--- src/sv/pulse_sweep_sound_generator_defines.svh ---
`ifndef PULSE_SWEEP_SOUND_GENERATOR_DEFINES_SVH
`define PULSE_SWEEP_SOUND_GENERATOR_DEFINES_SVH

// Same-cycle implication, checked from reset release onwards.
`define PSG_ASSERT_NOW(name, clk, rstn, ante, cons) \
  name: assert property (@(posedge clk) disable iff (!(rstn)) (ante) |-> (cons)) \
    else $error("psg: assertion failed");

// Next-cycle implication, checked from reset release onwards.
`define PSG_ASSERT_NEXT(name, clk, rstn, ante, cons) \
  name: assert property (@(posedge clk) disable iff (!(rstn)) (ante) |=> (cons)) \
    else $error("psg: assertion failed");

`endif

--- src/sv/psg_pkg.sv ---
package psg_pkg;

  localparam int unsigned RegW   = 8;
  localparam int unsigned WordW  = 16;
  localparam int unsigned IndexW = 3;

  typedef logic [RegW-1:0]  byte_t;
  typedef logic [WordW-1:0] word_t;

  typedef enum logic [IndexW-1:0] {
    REG_PITCH_HIGH     = 3'd0,
    REG_VIBRATO_STEP   = 3'd1,
    REG_VOLUME_START   = 3'd2,
    REG_SPLIT_POINT    = 3'd3,
    REG_DECAY_EXPONENT = 3'd4,
    REG_WIDTH_RATE     = 3'd5,
    REG_LINEAR_DECAY   = 3'd6
  } cfg_reg_e;

  localparam word_t PhaseInit     = 16'h0101;
  localparam word_t WidthInit     = 16'h0707;
  localparam byte_t EndLevel      = 8'h80;
  localparam byte_t ExpShiftLimit = 8'd9;
  localparam byte_t ExpHalfMin    = 8'h80;
  localparam byte_t LinearFloor   = 8'd1;

  localparam byte_t PitchHighRst     = 8'd10;
  localparam byte_t VibratoStepRst   = 8'd128;
  localparam byte_t VolumeStartRst   = 8'd0;
  localparam byte_t SplitPointRst    = 8'd255;
  localparam byte_t DecayExponentRst = 8'd6;
  localparam byte_t WidthRateRst     = 8'd7;
  localparam byte_t LinearDecayRst   = 8'd1;

endpackage

--- src/sv/psg_if.sv ---
interface psg_in_if;
  logic valid;
  logic ready;
  logic restart;

  modport source (output valid, output restart, input ready);
  modport sink   (input valid, input restart, output ready);
endinterface

interface psg_out_if;
  logic       valid;
  logic       ready;
  logic [7:0] sample;
  logic       last;

  modport source (output valid, output sample, output last, input ready);
  modport sink   (input valid, input sample, input last, output ready);
endinterface

interface psg_cfg_if;
  logic       valid;
  logic       ready;
  logic [2:0] index;
  logic [7:0] data;

  modport source (output valid, output index, output data, input ready);
  modport sink   (input valid, input index, input data, output ready);
endinterface

--- src/sv/pulse_sweep_sound_generator.sv ---
// Pulse-sweep sound-effect voice. Each request on in_ch is one tick; a tick with
// restart set reloads the voice from the registers and starts the sound. While the
// sound runs every tick yields one sample on out_ch, in the cycle after the request,
// and the sample on which the magnitude high byte reaches 0x80 carries last. Ticks
// outside a sound are taken and yield nothing. One tick is taken every cycle unless
// out_ch stalls: the whole step is a single pass from the voice registers into the
// output register, and a new request is taken whenever that register is empty or
// being drained. Register writes on cfg_ch are always taken; pitch, start volume
// and linear decay apply at the next restart, the others on the next tick.
`include "pulse_sweep_sound_generator_defines.svh"

module pulse_sweep_sound_generator
  import psg_pkg::*;
(
  input  logic      clk_i,
  input  logic      rst_ni,
  psg_in_if.sink    in_ch,
  psg_out_if.source out_ch,
  psg_cfg_if.sink   cfg_ch
);

  byte_t pitch_high_q, vibrato_step_q, volume_start_q, split_point_q;
  byte_t decay_exponent_q, width_rate_q, linear_decay_q;

  word_t phase_q, phase_d, phase_step_q, phase_step_d;
  word_t magnitude_q, magnitude_d, width_ramp_q, width_ramp_d;
  byte_t linear_term_q, linear_term_d;
  logic  running_q, running_d;

  logic  out_valid_q, out_valid_d;
  byte_t out_sample_q, out_sample_d;
  logic  out_last_q, out_last_d;

  logic  in_acc, run, out_load, fin;
  word_t cur_phase, cur_step, cur_mag, cur_width;
  byte_t cur_lin, mag_hi, term, new_hi;

  assign cfg_ch.ready = 1'b1;

  always_ff @(posedge clk_i or negedge rst_ni) begin
    if (!rst_ni) begin
      pitch_high_q     <= PitchHighRst;
      vibrato_step_q   <= VibratoStepRst;
      volume_start_q   <= VolumeStartRst;
      split_point_q    <= SplitPointRst;
      decay_exponent_q <= DecayExponentRst;
      width_rate_q     <= WidthRateRst;
      linear_decay_q   <= LinearDecayRst;
    end else if (cfg_ch.valid) begin
      case (cfg_ch.index)
        REG_PITCH_HIGH:     pitch_high_q     <= cfg_ch.data;
        REG_VIBRATO_STEP:   vibrato_step_q   <= cfg_ch.data;
        REG_VOLUME_START:   volume_start_q   <= cfg_ch.data;
        REG_SPLIT_POINT:    split_point_q    <= cfg_ch.data;
        REG_DECAY_EXPONENT: decay_exponent_q <= cfg_ch.data;
        REG_WIDTH_RATE:     width_rate_q     <= cfg_ch.data;
        REG_LINEAR_DECAY:   linear_decay_q   <= cfg_ch.data;
        default: ;
      endcase
    end
  end

  assign in_ch.ready = !out_valid_q || out_ch.ready;
  assign in_acc      = in_ch.valid && in_ch.ready;
  assign run         = in_ch.restart || running_q;
  assign out_load    = in_acc && run;

  always_comb begin
    if (in_ch.restart) begin
      cur_phase = PhaseInit;
      cur_step  = {pitch_high_q, 8'd0};
      cur_mag   = {volume_start_q, volume_start_q};
      cur_width = WidthInit;
      cur_lin   = linear_decay_q;
    end else begin
      cur_phase = phase_q;
      cur_step  = phase_step_q;
      cur_mag   = magnitude_q;
      cur_width = width_ramp_q;
      cur_lin   = linear_term_q;
    end

    if (cur_phase[15:8] < split_point_q) begin
      phase_step_d = cur_step - {8'd0, vibrato_step_q};
    end else begin
      phase_step_d = cur_step + {8'd0, vibrato_step_q};
    end

    mag_hi = cur_mag[15:8];
    if (decay_exponent_q < ExpShiftLimit) begin
      term = mag_hi >> decay_exponent_q[3:0];
    end else if (decay_exponent_q >= ExpHalfMin) begin
      term = mag_hi >> 1;
    end else begin
      term = '0;
    end
    term = term | cur_lin;

    linear_term_d = (cur_lin == '0) ? LinearFloor : cur_lin;
    magnitude_d   = cur_mag - {8'd0, term};
    new_hi        = magnitude_d[15:8];
    fin           = (new_hi == EndLevel);
    width_ramp_d  = cur_width + {8'd0, width_rate_q};
    phase_d       = cur_phase + phase_step_d;

    out_sample_d = (phase_d[15:8] >= width_ramp_d[15:8]) ? new_hi : ~new_hi;
    out_last_d   = fin;
    running_d    = !fin;
  end

  always_comb begin
    if (out_load) begin
      out_valid_d = 1'b1;
    end else if (out_ch.ready) begin
      out_valid_d = 1'b0;
    end else begin
      out_valid_d = out_valid_q;
    end
  end

  always_ff @(posedge clk_i or negedge rst_ni) begin
    if (!rst_ni) begin
      running_q   <= 1'b0;
      out_valid_q <= 1'b0;
    end else begin
      out_valid_q <= out_valid_d;
      if (out_load) begin
        running_q <= running_d;
      end
    end
  end

  always_ff @(posedge clk_i) begin
    if (out_load) begin
      phase_q       <= phase_d;
      phase_step_q  <= phase_step_d;
      magnitude_q   <= magnitude_d;
      width_ramp_q  <= width_ramp_d;
      linear_term_q <= linear_term_d;
      out_sample_q  <= out_sample_d;
      out_last_q    <= out_last_d;
    end
  end

  assign out_ch.valid  = out_valid_q;
  assign out_ch.sample = out_sample_q;
  assign out_ch.last   = out_last_q;

  `PSG_ASSERT_NOW(a_ready_when_empty, clk_i, rst_ni, !out_valid_q, in_ch.ready)
  `PSG_ASSERT_NEXT(a_idle_tick_stays_idle, clk_i, rst_ni,
                   in_acc && !in_ch.restart && !running_q, !running_q && !out_valid_q)
  `PSG_ASSERT_NEXT(a_final_stops_voice, clk_i, rst_ni, out_load && fin, !running_q)
  `PSG_ASSERT_NOW(a_last_pending_idle, clk_i, rst_ni, out_valid_q && out_last_q, !running_q)

endmodule

--- src/flat_wrapper.sv ---
// flat-port wrapper written by rule: the top's interface ports become plain ports
module pulse_sweep_sound_generator_flat import psg_pkg::*;
  (clk_i, rst_ni, in_ch_valid, in_ch_restart, in_ch_ready, out_ch_valid, out_ch_sample, out_ch_last, out_ch_ready, cfg_ch_valid, cfg_ch_index, cfg_ch_data, cfg_ch_ready);
  psg_in_if in_ch_i ();
  psg_out_if out_ch_i ();
  psg_cfg_if cfg_ch_i ();
  input  logic clk_i;
  input  logic rst_ni;
  input wire logic [$bits(in_ch_i.valid)-1:0] in_ch_valid;
  input wire logic [$bits(in_ch_i.restart)-1:0] in_ch_restart;
  output wire logic [$bits(in_ch_i.ready)-1:0] in_ch_ready;
  output wire logic [$bits(out_ch_i.valid)-1:0] out_ch_valid;
  output wire logic [$bits(out_ch_i.sample)-1:0] out_ch_sample;
  output wire logic [$bits(out_ch_i.last)-1:0] out_ch_last;
  input wire logic [$bits(out_ch_i.ready)-1:0] out_ch_ready;
  input wire logic [$bits(cfg_ch_i.valid)-1:0] cfg_ch_valid;
  input wire logic [$bits(cfg_ch_i.index)-1:0] cfg_ch_index;
  input wire logic [$bits(cfg_ch_i.data)-1:0] cfg_ch_data;
  output wire logic [$bits(cfg_ch_i.ready)-1:0] cfg_ch_ready;
  assign in_ch_i.valid = in_ch_valid;
  assign in_ch_i.restart = in_ch_restart;
  assign in_ch_ready = in_ch_i.ready;
  assign out_ch_valid = out_ch_i.valid;
  assign out_ch_sample = out_ch_i.sample;
  assign out_ch_last = out_ch_i.last;
  assign out_ch_i.ready = out_ch_ready;
  assign cfg_ch_i.valid = cfg_ch_valid;
  assign cfg_ch_i.index = cfg_ch_index;
  assign cfg_ch_i.data = cfg_ch_data;
  assign cfg_ch_ready = cfg_ch_i.ready;
  pulse_sweep_sound_generator u_core (.clk_i(clk_i), .rst_ni(rst_ni), .in_ch(in_ch_i), .out_ch(out_ch_i), .cfg_ch(cfg_ch_i));
endmodule
--- config.mk ---
export PLATFORM = sky130hd
export DESIGN_NAME = pulse_sweep_sound_generator_flat
export DESIGN_NICKNAME = d
export VERILOG_FILES = /design/src/sv/psg_pkg.sv /design/src/sv/psg_if.sv /design/src/sv/pulse_sweep_sound_generator.sv /design/src/flat_wrapper.sv
export VERILOG_INCLUDE_DIRS = /design/src /design/src/sv
export SDC_FILE = /design/constraint.sdc
export NUM_CORES = 1
export LEC_CHECK = 0
export ABC_AREA = 1
export ABC_CLOCK_PERIOD_IN_PS = 10050
export BUFFER_PORTS_ARGS = -buffer_cell sky130_fd_sc_hd__buf_4
export CAP_MARGIN = 40
export CORE_MARGIN = 2
export CORE_UTILIZATION = 35
export CTS_CLUSTER_DIAMETER = 40
export DETAILED_ROUTE_END_ITERATION = 7
export REMOVE_ABC_BUFFERS = 1
export SYNTH_ARGS = -nofsm -noshare
export SYNTH_HDL_FRONTEND = slang
export SYNTH_SLANG_ARGS = --single-unit
--- constraint.sdc ---
create_clock -name clk_i -period 10.05 [get_ports clk_i]
set_input_delay 0.5025 -clock clk_i [delete_from_list [all_inputs] [get_ports clk_i]]
set_output_delay 0.5025 -clock clk_i [all_outputs]
set_load 0.03 [all_outputs]
Yosys cells after proc, flatten, opt, wreduce, memory -nomap -nowiden
Index checks and enable logic that the tools add are counted.
Widths: inputs -> output; s select.
- register bits: 139
- logic and storage cells: 62
- $add $sub $neg: 5
- $lt $le $gt $ge: 4
- eq/ne operators: 7
- shift-type cells: 1
- mux-type cells: 11
- bitwise logic cells: 2
- reduce and logical (&&, ||, !) cells: 16
- operators by type and width (cell ; number):
    $mux 16 ; 5
    $add 16x8->16 ; 2
    $sub 16x8->16 ; 2
    $mux 8 ; 3
    $add 16x16->16 ; 1
    $reduce_and 2->1 ; 7
    $eq 3x3->1 const B ; 3
    $eq 8x8->1 const B ; 1
    $ge 8x8->1 ; 1
    $ge 8x8->1 const B ; 1
    $logic_not 8->1 ; 1
    $lt 8x4->1 const B ; 1
    $lt 8x8->1 ; 1
    $not 8->8 ; 1
    $or 8x8->8 ; 1
    $shr 8x4->8 ; 1
    $mux 7 ; 1
    $eq 3x2->1 const B ; 2
    $eq 3x1->1 const B ; 1
    $logic_not 3->1 ; 1
    $logic_and 1x1->1 ; 2
    $logic_not 1->1 ; 2
    $logic_or 1x1->1 ; 2
    $mux 1 ; 2
    $reduce_bool 2->1 ; 1

Depth between registers and ports, before layout
- word-level depth: 7
- mapped depth: 40

Least setup slack after synthesis
No wires, ideal clock.
- path type: input port to flip-flop
- start: input port in_ch_restart
- end: register u_core.out_sample_q[2] (netlist: u_core.out_ch.sample[2]), data pin
- arrival: 5833 ps
- setup slack: 3940 ps
- stages: 36
- path buffers: 6
- cells stage by stage: buf_6 buf_8 clkbuf_1 buf_2 buf_2 nor2_1 ha_1 a21oi_1 o21a_1 nand2_1 buf_2 nor2_1 a21oi_1 ha_1 nand3_1 nand2_1 nand2_1 nand2_2 a21boi_0 o21ai_0 nand2_1 nand3_1 nand2_1 nand2_1 ha_1 inv_1 nor3_1 nand2_1 o21ai_0 xor2_1 ha_1 nand2_1 nor2_1 nand4_1 o2111ai_2 xor2_1
- elaborated cells between the ends (all ways): 19
- classes of those cells: 5 x add/sub; 2 x order compare; 1 x shift; 9 x mux; 2 x bitwise
- RTL lines (what ; RTL line ; RTL):
    start: declaration ; flat_wrapper.sv:10 ; input wire logic [$bits(in_ch_i.restart)-1:0] in_ch_restart;
    $mux 16 ; pulse_sweep_sound_generator.sv:69 ; if (in_ch.restart) begin
    $add 16x8->16, or another cell as far along ; pulse_sweep_sound_generator.sv:86 ; phase_step_d = cur_step + {8'd0, vibrato_step_q};
    $mux 16 * ; pulse_sweep_sound_generator.sv:83 ; if (cur_phase[15:8] < split_point_q) begin
    via u_core.phase_step_d[13] ; pulse_sweep_sound_generator.sv:25 ; word_t phase_q, phase_d, phase_step_q, phase_step_d;
    $add 16x16->16 * ; pulse_sweep_sound_generator.sv:104 ; phase_d = cur_phase + phase_step_d;
    via u_core.phase_d[14] ; pulse_sweep_sound_generator.sv:25 ;
    $ge 8x8->1 * ; pulse_sweep_sound_generator.sv:106 ; out_sample_d = (phase_d[15:8] >= width_ramp_d[15:8]) ? new_hi : ~new_hi;
    $mux 8 * ; pulse_sweep_sound_generator.sv:106 ;
    via u_core.out_sample_d[2] ; pulse_sweep_sound_generator.sv:31 ; byte_t out_sample_q, out_sample_d;
    end signal: assignment ; pulse_sweep_sound_generator.sv:140 ; out_sample_q <= out_sample_d;
    end: declaration ; pulse_sweep_sound_generator.sv:31 ;
Mark *: on every way through the listed nets, which the timed path passes. The rest lies on a longest branch.
A chain may end at the register's enable or synchronous reset.

Worst setup path in the final report
Same ends and word-level chain as after synthesis.

==> impl_metrics.toml <==
[logic_synthesis]
synth_top_area_share_pct = 27.46
synth_area_mm2 = 0.008857
synth_warnings = 0
synth_area_leaders = "edfxtp_1 27%, dfrtp_1 12%, nand2_1 9.9%, ha_1 8.9%, inv_1 5.4%"
syn_inst = 1026
synth_cell_types = 55
ys.flop_type = "edfxtp_1"
ys_async_sr_fraction_pct = 41.73
synth_area_leader_cell = "edfxtp_1"
synth_most_common_cell = "nand2_1"
yosysSeqAreaShare_pct = 44.09
ys_ff_latch = 139
ys_top_cells_by_count = "233 x nand2_1, 127 x inv_1, 85 x o21ai_0"
synth_edf_count = 81
avgSynthCellArea_um2 = 8.633

[power_and_ir_drop]
clkPwrFrac_pct = 17.6
p_leak_uw = 0.004659
intPower_uw = 2275
netSwitchingFraction_pct = 43.57
switchingPower_uw = 1757
pwr_density_cell_mw_per_mm2 = 402.2
ir_worst_vdd_v = 0.0001820
p_comb_share_pct = 56.6
p_seq_share_pct = 25.8

[detailed_routing]
routed_wl_um = 20280
drc = 0
initialDrtViolationCount = 426
drt-pass1-iter-count = 5
wl_per_cell_um = 14.54
vias = 6860
ant_nets = 0
viasPerCell = 4.918

[global_routing]
grtUsageTotal_pct = 16.13
grt_pass1_wl_um = 33550
grt_pass1_vias = 6651
antenna_found_initial = 0
grt_max_degree = 59
grt_overflow_total = 0

[placement]
numPortBuffers = 27
place_inst = 1363
place_congestion = 0.8763
dp_hpwl_um = 14950

[clock_tree]
root_buffer = "clkbuf_16"
post-cts-setup-buffers = 0
cts.repair.resized = 0
ctsHoldBuffers = 0
clkTransAtPathRegs_ns = 0.07
cts_buffers = 17
clockBufferDepth = 2
ctsHtreeMaxLevel = 4
cts_tree = "done"
worst_skew_pair.late_latency_ns = 0.43
clock-sinks = 139

[sta]
setup_viol = 0
min_period_ns = 6.346
maxSlewViolCount = 0
max_clock_freq_ghz = 0.1576
worstMarginPinSlew_ns = 0.7870
fin_crit_sh_pct = 63.15
rsz0062_at_grt = "no"
slew_headroom_pct = 47.53
setup_tns_ns = 0
finalHoldViolCount = 0
fin_skew_ns = 0.01004
whs_ns = 0.1440

[job]
drv_cap = 0

[layout]
nNetsFinal = 1136
drive_gt1_share_pct = 12.49
fin_cells = 1395
antenna_cells = 0
area_growth_pct = 13.18
final_util_pct = 40.04

[min_path]
hold_path.class = "in2async"

[die]
die_w_um = 163.1
die_h_um = 163.1
rows = 58
core_mm2 = 0.02504
start_util_pct = 35.38
io_pins = 29
die_area_mm2 = 0.02660

[outcome]
run_status = "finished clean"

[worst_setup_path]
r2r_setup_slack_ns = 4.04
crit_top_cell = "nand2_1"
r2r_cells = 29
cp_data_arrival_time_ns = 6.50
critPathKind = "in2reg"
crit_path_end_kind = "flop"
required_ns = 10.20
cpPeakStageDelay_ns = 0.38
r2r_end = "u_core.out_ch.sample[2]"
cp_max_fo = 35
timing.rr.start = "u_core.split_point_q[5]"
cpMaxStageDelayCell = "o2111ai_2"
startpoint_type = "input pin"
==> area by class of cell <==
cell class	instances	area [µm²]
fill	2512	15010
sequential	139	3905
multi-input combinational	733	4323
tap	330	412.9
timing repair buffer	29	217.7
clock buffer	17	425.4
clock inverter	15	234.0
inverter	132	506.7
==> metrics by stage <==
stage | instance area, µm² | total power, µW | setup slack (ns)
after floorplan | 8733 | 2800 | 4.493
final | 10020 | 4032 | 3.704
after CTS | 10020 | 4063 | 3.669
after global routing | 10020 | 4419 | 2.988
after detailed placement | 9365 | 3324 | 3.232
after global placement | 9365 | 3281 | 3.389
==> registers in the layout (all words and copies together) (netlist names) <==
| name | flops |
|---|---|
| u_core.running_q | 1 |
| u_core.split_point_q | 8 |
| u_core.magnitude_q | 16 |
| u_core.out_ch.sample | 8 |
| u_core.width_rate_q | 8 |
| u_core.width_ramp_q | 16 |
| u_core.phase_step_q | 16 |
| u_core.linear_decay_q | 8 |
| u_core.decay_exponent_q | 8 |
| u_core.out_ch.last | 1 |
| u_core.phase_q | 16 |
| u_core.out_ch.valid | 1 |
| u_core.volume_start_q | 8 |
| u_core.vibrato_step_q | 8 |
| u_core.linear_term_q | 8 |
| u_core.pitch_high_q | 8 |
==> worst max path at each step <==
stage                   from                      end  depth (start not counted)
3_5_place_dp   in_ch_restart  u_core.out_ch.sample[2]                         32
4_1_cts        in_ch_restart  u_core.out_ch.sample[2]                         28
2_1_floorplan  in_ch_restart  u_core.out_ch.sample[2]                         32
3_3_place_gp   in_ch_restart  u_core.out_ch.sample[2]                         32
5_1_grt        in_ch_restart  u_core.out_ch.sample[2]                         28
6_report       in_ch_restart  u_core.out_ch.sample[2]                         32
==> critical path: cells and delay by family <==
| kind | cells | cell delay, ns |
|---|---|---|
| buf+inv | 4 | 0.71 |
| fa+ha+maj | 4 | 1.21 |
| compound gates | 8 | 1.72 |
| xor+xnor | 3 | 0.76 |
| simple gates | 13 | 1.55 |
==> cells in the final DEF (no fill, tap or decap), drive strengths merged, types with 29 or more instances in the layout <==
cell    count
nand2     246
inv       136
o21ai      91
nor2       86
edfxtp     81
ha         63
a21oi      58
nand3      47
dfrtp      41
xor2       40
buf        29
==> layer usage <==
metal	up-vias	track usage (%)	wire length [µm]
met5	-	0	0
met4	0	5.471	377
met3	30	2.514	745
met2	141	25.83	9190
met1	3217	22.29	9969
li1	3472	-	-
==> kinds of logic after synthesis <==
family | count (synthesis) | share of synthesized area [%]
XOR/XNOR | 57 | 5.636
flip-flops | 139 | 44.09
multiplexers | 3 | 0.3390
AO/OA/AOI/OAI | 182 | 11.58
other | 1 | 0.04234
AND/OR/NAND/NOR | 423 | 21.40
buffers and inverters | 154 | 7.105
adder cells (fa/ha/maj) | 67 | 9.804
==> power groups by stage <==
stage | combinational (µW) | sequential (µW) | clock (µW)
after floorplan | 1740 | 1060 | 0
after global placement | 2230 | 1050 | 0
after detailed placement | 2270 | 1050 | 0
after CTS | 2300 | 1040 | 722
after global routing | 2620 | 1060 | 746
final | 2280 | 1040 | 711
Power figures use the tool's default switching activity.
